--- config.mk ---
export PLATFORM = sky130hd
export DESIGN_NAME = text_to_cassette_block_framer
export DESIGN_NICKNAME = d
export VERILOG_FILES = /design/src/tcbf_pkg.sv /design/src/text_to_cassette_block_framer.sv /design/src/tcbf_ram.sv /design/src/tcbf_fifo.sv /design/src/tcbf_front.sv /design/src/tcbf_back.sv
export SDC_FILE = /design/constraint.sdc
export NUM_CORES = 2
export LEC_CHECK = 0
export BUFFER_PORTS_ARGS = -buffer_cell sky130_fd_sc_hd__buf_2
export CORE_MARGIN = 2
export CORE_UTILIZATION = 55
export CTS_CLUSTER_DIAMETER = 150
export DETAILED_ROUTE_END_ITERATION = 8
export PLACE_DENSITY_LB_ADDON = 0.12
export REMOVE_ABC_BUFFERS = 1
export SLEW_MARGIN = 10
export SYNTH_ARGS = -nofsm -noshare
export SYNTH_HDL_FRONTEND = slang
export SYNTH_HIERARCHICAL = 1
export SYNTH_SLANG_ARGS = --single-unit
--- constraint.sdc ---
create_clock -name clk -period 17.05 [get_ports clk]
set_input_delay 1.705 -clock clk [delete_from_list [all_inputs] [get_ports clk]]
set_output_delay 1.705 -clock clk [all_outputs]
set_load 0.01 [all_outputs]
--- src/tcbf_pkg.sv ---
// Shared types, codes and lookup tables for the cassette block framer.
`default_nettype none
package tcbf_pkg;

  localparam int PAYLOAD_MAX_DEF = 254;
  localparam int SYNC_COUNT_DEF  = 16;
  localparam int FQ_DEPTH        = 2;
  localparam int OQ_DEPTH        = 4;

  localparam logic [1:0] OP_APPEND = 2'd0;
  localparam logic [1:0] OP_FINISH = 2'd1;
  localparam logic [1:0] OP_READ   = 2'd2;

  localparam logic [1:0] ST_OK        = 2'd0;
  localparam logic [1:0] ST_RETRY     = 2'd1;
  localparam logic [1:0] ST_NO_OUTPUT = 2'd2;
  localparam logic [1:0] ST_FINISHED  = 2'd3;

  localparam logic [7:0] BYTE_ESC  = 8'h16;
  localparam logic [7:0] BYTE_LF   = 8'h0a;
  localparam logic [7:0] BYTE_CR   = 8'h0d;
  localparam logic [7:0] SYNC_BYTE = 8'h01;
  localparam logic [7:0] MARK_1    = 8'h3c;
  localparam logic [7:0] MARK_2    = 8'h5a;
  localparam logic [7:0] TYPE_DATA = 8'h01;
  localparam logic [7:0] TYPE_END  = 8'hff;
  localparam logic [7:0] END_LEN   = 8'h02;
  localparam logic [7:0] END_CHK   = 8'h00;

  localparam int ACCENT_N = 13;
  localparam logic [7:0] ACCENT_CODE [ACCENT_N] = '{
    8'he0, 8'he2, 8'he7, 8'he8, 8'he9, 8'hea, 8'heb, 8'hee, 8'hef, 8'hf4, 8'hf6, 8'hf9, 8'hfc
  };
  localparam logic [7:0] ACCENT_FIRST [ACCENT_N] = '{
    8'h41, 8'h43, 8'h4b, 8'h41, 8'h42, 8'h43, 8'h48, 8'h43, 8'h48, 8'h43, 8'h48, 8'h41, 8'h48
  };
  localparam logic [7:0] ACCENT_SECOND [ACCENT_N] = '{
    8'h61, 8'h61, 8'h63, 8'h65, 8'h65, 8'h65, 8'h65, 8'h69, 8'h69, 8'h6f, 8'h6f, 8'h75, 8'h75
  };

  typedef struct packed {
    logic [1:0] operation;
    logic [7:0] text_byte;
  } in_item_t;

  typedef struct packed {
    logic [1:0] status;
    logic [7:0] out_byte;
    logic       block_end;
    logic       stream_end;
  } out_item_t;

  typedef enum logic [2:0] {
    K_APPEND1 = 3'd0,
    K_APPEND3 = 3'd1,
    K_FINISH  = 3'd2,
    K_READ    = 3'd3,
    K_NOP     = 3'd4
  } kind_t;

  // classified item handed from front to back
  typedef struct packed {
    kind_t      kind;
    logic [7:0] b0;
    logic [7:0] b1;
    logic [7:0] b2;
  } cls_item_t;

  typedef struct packed {
    logic full;
    logic afull;
  } oq_status_t;

  typedef struct packed {
    logic       hit;
    logic [7:0] first;
    logic [7:0] second;
  } accent_t;

  function automatic accent_t accent_lookup(input logic [7:0] b);
    accent_t r;
    r = '0;
    for (int i = 0; i < ACCENT_N; i++) begin
      if (ACCENT_CODE[i] == b) begin
        r.hit    = 1'b1;
        r.first  = ACCENT_FIRST[i];
        r.second = ACCENT_SECOND[i];
      end
    end
    return r;
  endfunction

endpackage
`default_nettype wire

--- src/text_to_cassette_block_framer.sv ---
// Text to cassette block framer: top level.
// Usage:
//   Input queue: drive in_item and raise in_push; the item is taken at a clock
//   edge where in_full is low. Operations are append a text byte, finish the
//   stream, and read the next framed byte. Every item yields exactly one result.
//   Output queue: while out_empty is low, out_item holds the oldest result;
//   raise out_pop to take it.
// Path: an item passes the input queue, the result register and the output queue.
// Throughput: one item per cycle while the output queue has room, except an
//   accented append: the back end holds for three store writes, one per cycle.
// The payload store is one RAM with a single write and a single read port;
//   a data byte is read in the cycle before its result is formed.
// Reset: clears the queues, counters and framing state; the payload store is
//   not cleared since only written entries are ever read back.
// Stall: when out_pop stays low the 4-entry output queue fills, then the back
//   end stops, the 2-entry input queue fills and in_full rises. No item is lost.
`default_nettype none
module text_to_cassette_block_framer #(
  parameter int PAYLOAD_MAX = tcbf_pkg::PAYLOAD_MAX_DEF,
  parameter int SYNC_COUNT  = tcbf_pkg::SYNC_COUNT_DEF
) (
  input  wire logic                clk,
  input  wire logic                rst_n,
  input  wire logic                in_push,
  input  wire tcbf_pkg::in_item_t  in_item,
  output logic                     in_full,
  input  wire logic                out_pop,
  output tcbf_pkg::out_item_t      out_item,
  output logic                     out_empty
);

  import tcbf_pkg::*;

  cls_item_t  q_item;
  logic       q_empty;
  logic       q_pop;
  oq_status_t oq_status;
  logic       res_valid;
  out_item_t  res_item;

  tcbf_front u_front (
    .clk     (clk),
    .rst_n   (rst_n),
    .in_push (in_push),
    .in_item (in_item),
    .in_full (in_full),
    .q_pop   (q_pop),
    .q_item  (q_item),
    .q_empty (q_empty)
  );

  tcbf_back #(
    .PAYLOAD_MAX(PAYLOAD_MAX),
    .SYNC_COUNT (SYNC_COUNT)
  ) u_back (
    .clk       (clk),
    .rst_n     (rst_n),
    .q_item    (q_item),
    .q_empty   (q_empty),
    .q_pop     (q_pop),
    .oq_status (oq_status),
    .res_valid (res_valid),
    .res_item  (res_item)
  );

  tcbf_fifo #(
    .WIDTH($bits(out_item_t)),
    .DEPTH(OQ_DEPTH)
  ) u_oq (
    .clk     (clk),
    .rst_n   (rst_n),
    .wr_en   (res_valid),
    .wr_data (res_item),
    .full    (oq_status.full),
    .afull   (oq_status.afull),
    .rd_en   (out_pop),
    .rd_data (out_item),
    .empty   (out_empty)
  );

endmodule
`default_nettype wire

--- src/tcbf_ram.sv ---
// Generic single-write, single-read RAM with registered read data.
`default_nettype none
module tcbf_ram #(
  parameter int WIDTH = 8,
  parameter int DEPTH = 256
) (
  input  wire logic                     clk,
  input  wire logic                     we,
  input  wire logic [$clog2(DEPTH)-1:0] waddr,
  input  wire logic [WIDTH-1:0]         wdata,
  input  wire logic [$clog2(DEPTH)-1:0] raddr,
  output logic      [WIDTH-1:0]         rdata
);

  logic [WIDTH-1:0] mem_r [DEPTH];

  always_ff @(posedge clk) begin
    if (we) begin
      mem_r[waddr] <= wdata;
    end
    rdata <= mem_r[raddr];
  end

endmodule
`default_nettype wire

--- src/tcbf_fifo.sv ---
// Small register-based FIFO with full and almost-full flags.
`default_nettype none
module tcbf_fifo #(
  parameter int WIDTH = 8,
  parameter int DEPTH = 2
) (
  input  wire logic             clk,
  input  wire logic             rst_n,
  input  wire logic             wr_en,
  input  wire logic [WIDTH-1:0] wr_data,
  output logic                  full,
  output logic                  afull,
  input  wire logic             rd_en,
  output logic      [WIDTH-1:0] rd_data,
  output logic                  empty
);

  localparam int PTR_W = (DEPTH > 1) ? $clog2(DEPTH) : 1;
  localparam int CNT_W = $clog2(DEPTH + 1);
  localparam logic [PTR_W-1:0] PTR_LAST = PTR_W'(DEPTH - 1);
  localparam logic [CNT_W-1:0] CNT_FULL = CNT_W'(DEPTH);
  localparam logic [CNT_W-1:0] CNT_AF   = CNT_W'(DEPTH - 1);

  logic [WIDTH-1:0] mem_r [DEPTH];
  logic [PTR_W-1:0] wr_ptr_r, wr_ptr_nxt;
  logic [PTR_W-1:0] rd_ptr_r, rd_ptr_nxt;
  logic [CNT_W-1:0] cnt_r, cnt_nxt;
  logic             do_rd;

  assign empty   = (cnt_r == '0);
  assign full    = (cnt_r == CNT_FULL);
  assign afull   = (cnt_r >= CNT_AF);
  assign rd_data = mem_r[rd_ptr_r];
  assign do_rd   = rd_en && !empty;

  always_comb begin
    wr_ptr_nxt = wr_ptr_r;
    rd_ptr_nxt = rd_ptr_r;
    cnt_nxt    = cnt_r;
    if (wr_en) begin
      wr_ptr_nxt = (wr_ptr_r == PTR_LAST) ? '0 : wr_ptr_r + PTR_W'(1);
    end
    if (do_rd) begin
      rd_ptr_nxt = (rd_ptr_r == PTR_LAST) ? '0 : rd_ptr_r + PTR_W'(1);
    end
    if (wr_en && !do_rd) begin
      cnt_nxt = cnt_r + CNT_W'(1);
    end else if (!wr_en && do_rd) begin
      cnt_nxt = cnt_r - CNT_W'(1);
    end
  end

  always_ff @(posedge clk) begin
    if (!rst_n) begin
      wr_ptr_r <= '0;
      rd_ptr_r <= '0;
      cnt_r    <= '0;
    end else begin
      wr_ptr_r <= wr_ptr_nxt;
      rd_ptr_r <= rd_ptr_nxt;
      cnt_r    <= cnt_nxt;
    end
  end

  always_ff @(posedge clk) begin
    if (wr_en) begin
      mem_r[wr_ptr_r] <= wr_data;
    end
  end

endmodule
`default_nettype wire

--- src/tcbf_front.sv ---
// Front end: accepts items, decodes the operation, expands text bytes, queues them.
`default_nettype none
module tcbf_front (
  input  wire logic                clk,
  input  wire logic                rst_n,
  input  wire logic                in_push,
  input  wire tcbf_pkg::in_item_t  in_item,
  output logic                     in_full,
  input  wire logic                q_pop,
  output tcbf_pkg::cls_item_t      q_item,
  output logic                     q_empty
);

  import tcbf_pkg::*;

  cls_item_t cls;
  accent_t   acc;
  logic      wr_en;

  assign acc   = accent_lookup(in_item.text_byte);
  assign wr_en = in_push && !in_full;

  always_comb begin
    cls = '0;
    unique case (in_item.operation)
      OP_APPEND: begin
        if (acc.hit) begin
          cls.kind = K_APPEND3;
          cls.b0   = BYTE_ESC;
          cls.b1   = acc.first;
          cls.b2   = acc.second;
        end else begin
          cls.kind = K_APPEND1;
          cls.b0   = (in_item.text_byte == BYTE_LF) ? BYTE_CR : in_item.text_byte;
        end
      end
      OP_FINISH: cls.kind = K_FINISH;
      OP_READ:   cls.kind = K_READ;
      default:   cls.kind = K_NOP;
    endcase
  end

  tcbf_fifo #(
    .WIDTH($bits(cls_item_t)),
    .DEPTH(FQ_DEPTH)
  ) u_fq (
    .clk     (clk),
    .rst_n   (rst_n),
    .wr_en   (wr_en),
    .wr_data (cls),
    .full    (in_full),
    .afull   (),
    .rd_en   (q_pop),
    .rd_data (q_item),
    .empty   (q_empty)
  );

endmodule
`default_nettype wire

--- src/tcbf_back.sv ---
// Back end: payload buffer, block framing sequencer and result stage.
`default_nettype none
module tcbf_back #(
  parameter int PAYLOAD_MAX = tcbf_pkg::PAYLOAD_MAX_DEF,
  parameter int SYNC_COUNT  = tcbf_pkg::SYNC_COUNT_DEF
) (
  input  wire logic                  clk,
  input  wire logic                  rst_n,
  input  wire tcbf_pkg::cls_item_t   q_item,
  input  wire logic                  q_empty,
  output logic                       q_pop,
  input  wire tcbf_pkg::oq_status_t  oq_status,
  output logic                       res_valid,
  output tcbf_pkg::out_item_t        res_item
);

  import tcbf_pkg::*;

  localparam int DEPTH  = PAYLOAD_MAX + 2;
  localparam int ADDR_W = $clog2(DEPTH);
  localparam int FILL_W = $clog2(PAYLOAD_MAX + 3);
  localparam int SPOS_W = $clog2(SYNC_COUNT + 5);
  localparam int POS_W  = (FILL_W > SPOS_W) ? FILL_W : SPOS_W;

  localparam logic [FILL_W-1:0] FILL_LIMIT = FILL_W'(PAYLOAD_MAX);
  localparam logic [POS_W-1:0]  P_MARK1    = POS_W'(SYNC_COUNT);
  localparam logic [POS_W-1:0]  P_MARK2    = POS_W'(SYNC_COUNT + 1);
  localparam logic [POS_W-1:0]  P_TYPE     = POS_W'(SYNC_COUNT + 2);
  localparam logic [POS_W-1:0]  P_LEN      = POS_W'(SYNC_COUNT + 3);
  localparam logic [POS_W-1:0]  P_LAST     = POS_W'(SYNC_COUNT + 4);

  typedef enum logic [4:0] {
    PH_IDLE  = 5'b00001,
    PH_HEAD  = 5'b00010,
    PH_DATA  = 5'b00100,
    PH_CHECK = 5'b01000,
    PH_END   = 5'b10000
  } phase_t;

  logic [FILL_W-1:0] fill_r, fill_nxt;
  logic [7:0]        sum_r, sum_nxt;
  phase_t            phase_r, phase_nxt;
  logic [POS_W-1:0]  pos_r, pos_nxt;
  logic              ready_r, ready_nxt;
  logic              finish_r, finish_nxt;
  logic              done_r, done_nxt;
  logic [1:0]        step_r, step_nxt;

  logic              s2_valid_r;
  out_item_t         s2_item_r;
  logic              s2_sel_ram_r;

  logic              go;
  logic              room;
  logic              st1_valid;
  out_item_t         st1_item;
  logic              st1_sel_ram;
  phase_t            eff_ph;
  logic [POS_W-1:0]  eff_p;
  logic [POS_W-1:0]  p_inc;
  logic              ram_we;
  logic [7:0]        ram_wdata;
  logic [ADDR_W-1:0] ram_raddr;
  logic [7:0]        ram_q;

  // a result may only start if the output queue can still absorb it
  assign room = !oq_status.full && !(oq_status.afull && s2_valid_r);
  assign go   = !q_empty && ((step_r != 2'd0) || room);

  always_comb begin
    fill_nxt    = fill_r;
    sum_nxt     = sum_r;
    phase_nxt   = phase_r;
    pos_nxt     = pos_r;
    ready_nxt   = ready_r;
    finish_nxt  = finish_r;
    done_nxt    = done_r;
    step_nxt    = step_r;
    q_pop       = 1'b0;
    st1_valid   = 1'b0;
    st1_item    = '0;
    st1_sel_ram = 1'b0;
    ram_we      = 1'b0;
    ram_wdata   = q_item.b0;
    ram_raddr   = '0;
    eff_ph      = phase_r;
    eff_p       = pos_r;
    p_inc       = pos_r + POS_W'(1);

    if (go) begin
      unique case (q_item.kind)
        K_APPEND1, K_APPEND3: begin
          if (step_r == 2'd0) begin
            st1_valid = 1'b1;
            if (finish_r) begin
              st1_item.status = ST_FINISHED;
              q_pop = 1'b1;
            end else if (ready_r) begin
              st1_item.status = ST_RETRY;
              q_pop = 1'b1;
            end else if (fill_r >= FILL_LIMIT) begin
              st1_item.status = ST_RETRY;
              ready_nxt = 1'b1;
              q_pop = 1'b1;
            end else begin
              ram_we = 1'b1;
              if (q_item.kind == K_APPEND3) begin
                step_nxt = 2'd1;
              end else begin
                q_pop = 1'b1;
              end
            end
          end else begin
            // second and third byte of an accent expansion
            ram_we    = 1'b1;
            ram_wdata = (step_r == 2'd1) ? q_item.b1 : q_item.b2;
            if (step_r == 2'd2) begin
              step_nxt = 2'd0;
              q_pop    = 1'b1;
            end else begin
              step_nxt = 2'd2;
            end
          end
          if (ram_we) begin
            fill_nxt = fill_r + FILL_W'(1);
            sum_nxt  = sum_r + ram_wdata;
          end
        end
        K_FINISH: begin
          st1_valid = 1'b1;
          q_pop     = 1'b1;
          if (finish_r) begin
            st1_item.status = ST_FINISHED;
          end else begin
            finish_nxt = 1'b1;
            ready_nxt  = 1'b1;
          end
        end
        K_READ: begin
          st1_valid = 1'b1;
          q_pop     = 1'b1;
          if (done_r) begin
            st1_item.status = ST_FINISHED;
          end else if (phase_r == PH_IDLE && !ready_r) begin
            st1_item.status = ST_NO_OUTPUT;
          end else begin
            if (phase_r == PH_IDLE) begin
              eff_ph = PH_HEAD;
              eff_p  = '0;
            end
            p_inc = eff_p + POS_W'(1);
            unique case (eff_ph)
              PH_HEAD: begin
                if (eff_p < P_MARK1)       st1_item.out_byte = SYNC_BYTE;
                else if (eff_p == P_MARK1) st1_item.out_byte = MARK_1;
                else if (eff_p == P_MARK2) st1_item.out_byte = MARK_2;
                else if (eff_p == P_TYPE)  st1_item.out_byte = TYPE_DATA;
                else                       st1_item.out_byte = 8'(fill_r) + 8'd2;
                if (eff_p >= P_LEN) begin
                  phase_nxt = (fill_r == '0) ? PH_CHECK : PH_DATA;
                  pos_nxt   = '0;
                end else begin
                  phase_nxt = PH_HEAD;
                  pos_nxt   = p_inc;
                end
              end
              PH_DATA: begin
                ram_raddr   = eff_p[ADDR_W-1:0];
                st1_sel_ram = 1'b1;
                if (p_inc >= POS_W'(fill_r)) begin
                  phase_nxt = PH_CHECK;
                  pos_nxt   = '0;
                end else begin
                  pos_nxt = p_inc;
                end
              end
              PH_CHECK: begin
                st1_item.out_byte  = 8'd0 - sum_r;
                st1_item.block_end = 1'b1;
                fill_nxt = '0;
                sum_nxt  = '0;
                pos_nxt  = '0;
                if (finish_r) begin
                  phase_nxt = PH_END;
                end else begin
                  phase_nxt = PH_IDLE;
                  ready_nxt = 1'b0;
                end
              end
              PH_END: begin
                if (eff_p < P_MARK1)       st1_item.out_byte = SYNC_BYTE;
                else if (eff_p == P_MARK1) st1_item.out_byte = MARK_1;
                else if (eff_p == P_MARK2) st1_item.out_byte = MARK_2;
                else if (eff_p == P_TYPE)  st1_item.out_byte = TYPE_END;
                else if (eff_p == P_LEN)   st1_item.out_byte = END_LEN;
                else                       st1_item.out_byte = END_CHK;
                if (eff_p >= P_LAST) begin
                  st1_item.block_end  = 1'b1;
                  st1_item.stream_end = 1'b1;
                  done_nxt  = 1'b1;
                  ready_nxt = 1'b0;
                  phase_nxt = PH_IDLE;
                  pos_nxt   = '0;
                end else begin
                  pos_nxt = p_inc;
                end
              end
              default: ;
            endcase
          end
        end
        default: begin
          st1_valid = 1'b1;
          q_pop     = 1'b1;
        end
      endcase
    end
  end

  tcbf_ram #(
    .WIDTH(8),
    .DEPTH(DEPTH)
  ) u_store (
    .clk   (clk),
    .we    (ram_we),
    .waddr (fill_r[ADDR_W-1:0]),
    .wdata (ram_wdata),
    .raddr (ram_raddr),
    .rdata (ram_q)
  );

  always_ff @(posedge clk) begin
    if (!rst_n) begin
      fill_r     <= '0;
      sum_r      <= '0;
      phase_r    <= PH_IDLE;
      pos_r      <= '0;
      ready_r    <= 1'b0;
      finish_r   <= 1'b0;
      done_r     <= 1'b0;
      step_r     <= 2'd0;
      s2_valid_r <= 1'b0;
    end else begin
      fill_r     <= fill_nxt;
      sum_r      <= sum_nxt;
      phase_r    <= phase_nxt;
      pos_r      <= pos_nxt;
      ready_r    <= ready_nxt;
      finish_r   <= finish_nxt;
      done_r     <= done_nxt;
      step_r     <= step_nxt;
      s2_valid_r <= st1_valid;
    end
  end

  always_ff @(posedge clk) begin
    s2_item_r    <= st1_item;
    s2_sel_ram_r <= st1_sel_ram;
  end

  // payload bytes arrive from the store in the cycle after the address
  always_comb begin
    res_item = s2_item_r;
    if (s2_sel_ram_r) begin
      res_item.out_byte = ram_q;
    end
  end

  assign res_valid = s2_valid_r;

endmodule
`default_nettype wire
==> impl_metrics.tcl <==
set metrics [dict create \
    drt_wl_total_um 218000 \
    die_h_um 405 \
    finalNonFillerCells 6840 \
    insertion_delay_ns 0.85 \
    rsz0062_at_grt "false" \
    numCtsBuffers 219 \
    root_buffer "clkbuf_16" \
    hold-worst-slack_ns 0.496 \
    start_util_pct 55.3 \
    path_cells "buf_4 -> mux2_4 -> nor4bb_1 -> o211ai_1 -> nor3_2 -> buf_4 -> buf_12 -> buf_4 -> buf_4 -> mux4_2 -> mux2_2 -> a211oi_1 -> a21oi_1 -> a22oi_1 -> nor4_2" \
    setup_viol 0 \
    yosys_warnings 6 \
    drc 0 \
    cts_setup_buffers 0 \
    grt_usage_pct 26.7 \
    crit_type "reg2reg" \
    period_needed_ns 7.17 \
    place_congestion 0.834 \
    hp-class "reg2reg" \
    grt_start_max_net_pins 159 \
    final.period_utilization_pct 42.1 \
    netlist_instances 4501 \
    timing.final.max_slew_violations 0 \
    firstDrtPassIters 5 \
    portBuffers 27 \
    overflow 0 \
    crit_top_cell "buf_4" \
    final_hold_viol_count 0 \
    wl_per_cell_um 31.8 \
    cts_buffer_depth 3 \
    synth_area_mm2 0.0884 \
    clkTransAtPathRegs_ns 0.06 \
    detail-route-antenna-nets 0 \
    dpl.cell_count 6432 \
    slowest_delay_ns 0.80 \
    cp-start-kind "flop" \
    max_slew.worst_pin.slew_ns 1.31 \
    rows 147 \
    cts_tree "built" \
    viasPerCell 6.56 \
    slew_headroom_pct 12.4 \
    cts_sinks 2222 \
    reg2reg_setup_slack_ns 9.88 \
    antenna_found_initial 10 \
    required_ns 17.73 \
    dieArea_mm2 0.164 \
    critPathMaxFanout 102 \
    end_kind "flop" \
    vias 44900 \
    grt_pass1_wl_um 313000 \
    hpwl_um 130000 \
    leakage_nw 29.3 \
    path_buf_inv 5 \
    grt_pass1_vias 43900 \
    fmax_ghz 0.139 \
    ctsResizeCount 0 \
    worstPathArrival_ns 7.85 \
    status "completed" \
    final.setup_skew_ns 0.0337 \
    critical-path-top-delay-family "buffers and inverters" \
    synthToLayoutAreaGrowth_pct 10.2 \
    coreArea_mm2 0.160 \
    nets 4620 \
    io_pins 28 \
    ir_drop_v 0.000150 \
    power_density_mw_per_mm2 134 \
    maxCapViolCount 0 \
    hold_buffers 0 \
    cts.htree.levels 4 \
    cpMaxStageDelayCell "buf_4" \
    avgSynthCellArea_um2 19.6 \
    dr.first_iter.drc_count 5693 \
    die_w_um 405 \
    drive_gt1_share_pct 20.6 \
]
-- final cells by class --
class / count / area [µm²]
Timing Repair Buffer: 107 / 771
Inverter: 33 / 124
Multi-Input combinational cell: 1984 / 20900
Fill cell: 11400 / 62600
Clock buffer: 268 / 5750
Clock inverter: 138 / 1280
Antenna cell: 2 / 5.00
Sequential cell: 2222 / 66000
Tap cell: 2086 / 2610
-- sequential cells by signal, summed over array words and instances (netlist names), 3 cells and up, named ones only --
signal / flops
u_back/s2_item_r: 8
u_back/res_item: 4
u_back/phase_r: 5
u_back/fill_r: 9
u_oq/cnt_r: 3
u_back/sum_r: 8
u_front/u_fq/mem_r: 54
u_oq/mem_r: 48
u_back/pos_r: 9
u_back/u_store/mem_r: 2048
u_back/u_store/rdata: 8
-- worst paths after layout --
path	start	endpoint	cells after the start
worst min-delay path	u_back/res_item[0]$_SDFF_PP0_	u_oq/mem_r[2][0]$_DFFE_PP_	0
worst max register to register	flop	u_back/u_store/rdata[6]$_DFF_P_	15
worst min register to register	u_back/res_item[0]$_SDFF_PP0_	u_oq/mem_r[2][0]$_DFFE_PP_	0
worst max-delay path	flop	u_back/u_store/rdata[6]$_DFF_P_	15
-- report_power, final --
part	internal (W)	switching, W
clock	0.00269	0.00203
combinational	0.000241	0.00116
sequential	0.00692	0.0000566
-- placed cells by master (no fill, tap or decap), types with 19 or more instances in the layout --
master     instances
a22oi_1          142
mux2i_1          150
edfxtp_1        2150
o22ai_1           32
nor2b_1           50
and2_1            19
a22o_1            20
nor3_1            30
ha_1              37
o21ai_0           41
bufinv_16         20
nor4_1            20
nor2_1           333
nand4_1           19
clkbuf_1          42
xnor2_1           27
buf_2             28
o221ai_1          46
inv_1             32
mux2_4            20
nand2_1           78
a21oi_1          117
dfxtp_1           72
clkinv_1          57
buf_4             76
clkbuf_16        220
mux4_2           464
clkinv_2          42
nand3_1           53
-- metal layers --
layer  wire length [µm]  GRT usage [%]  up-vias  part of all wire [%]
met1              89500           39.3    23900                    41
met4               5880           7.79        2                   2.7
li1                   -              -    18700                     -
met3              17400           4.07      345                   8.0
met2             105000           42.1     1997                    48
met5                 11              0        -                0.0051
-- stage by stage --
step	area [µm²]	total power, W	worst slack, ns	utilization, %	setup TNS, ns
2_1_floorplan	86700	0.00794	-60.45	-	-463.97
3_3_place_gp	90400	0.00845	9.83	56.5	0
3_5_place_dp	90400	0.00852	9.85	56.5	0
4_1_cts	97400	0.0132	9.82	60.9	0
5_1_grt	97400	0.0135	9.31	60.9	0
6_report	97400	0.0131	9.88	60.9	0
(Power assumes the default switching activity.)
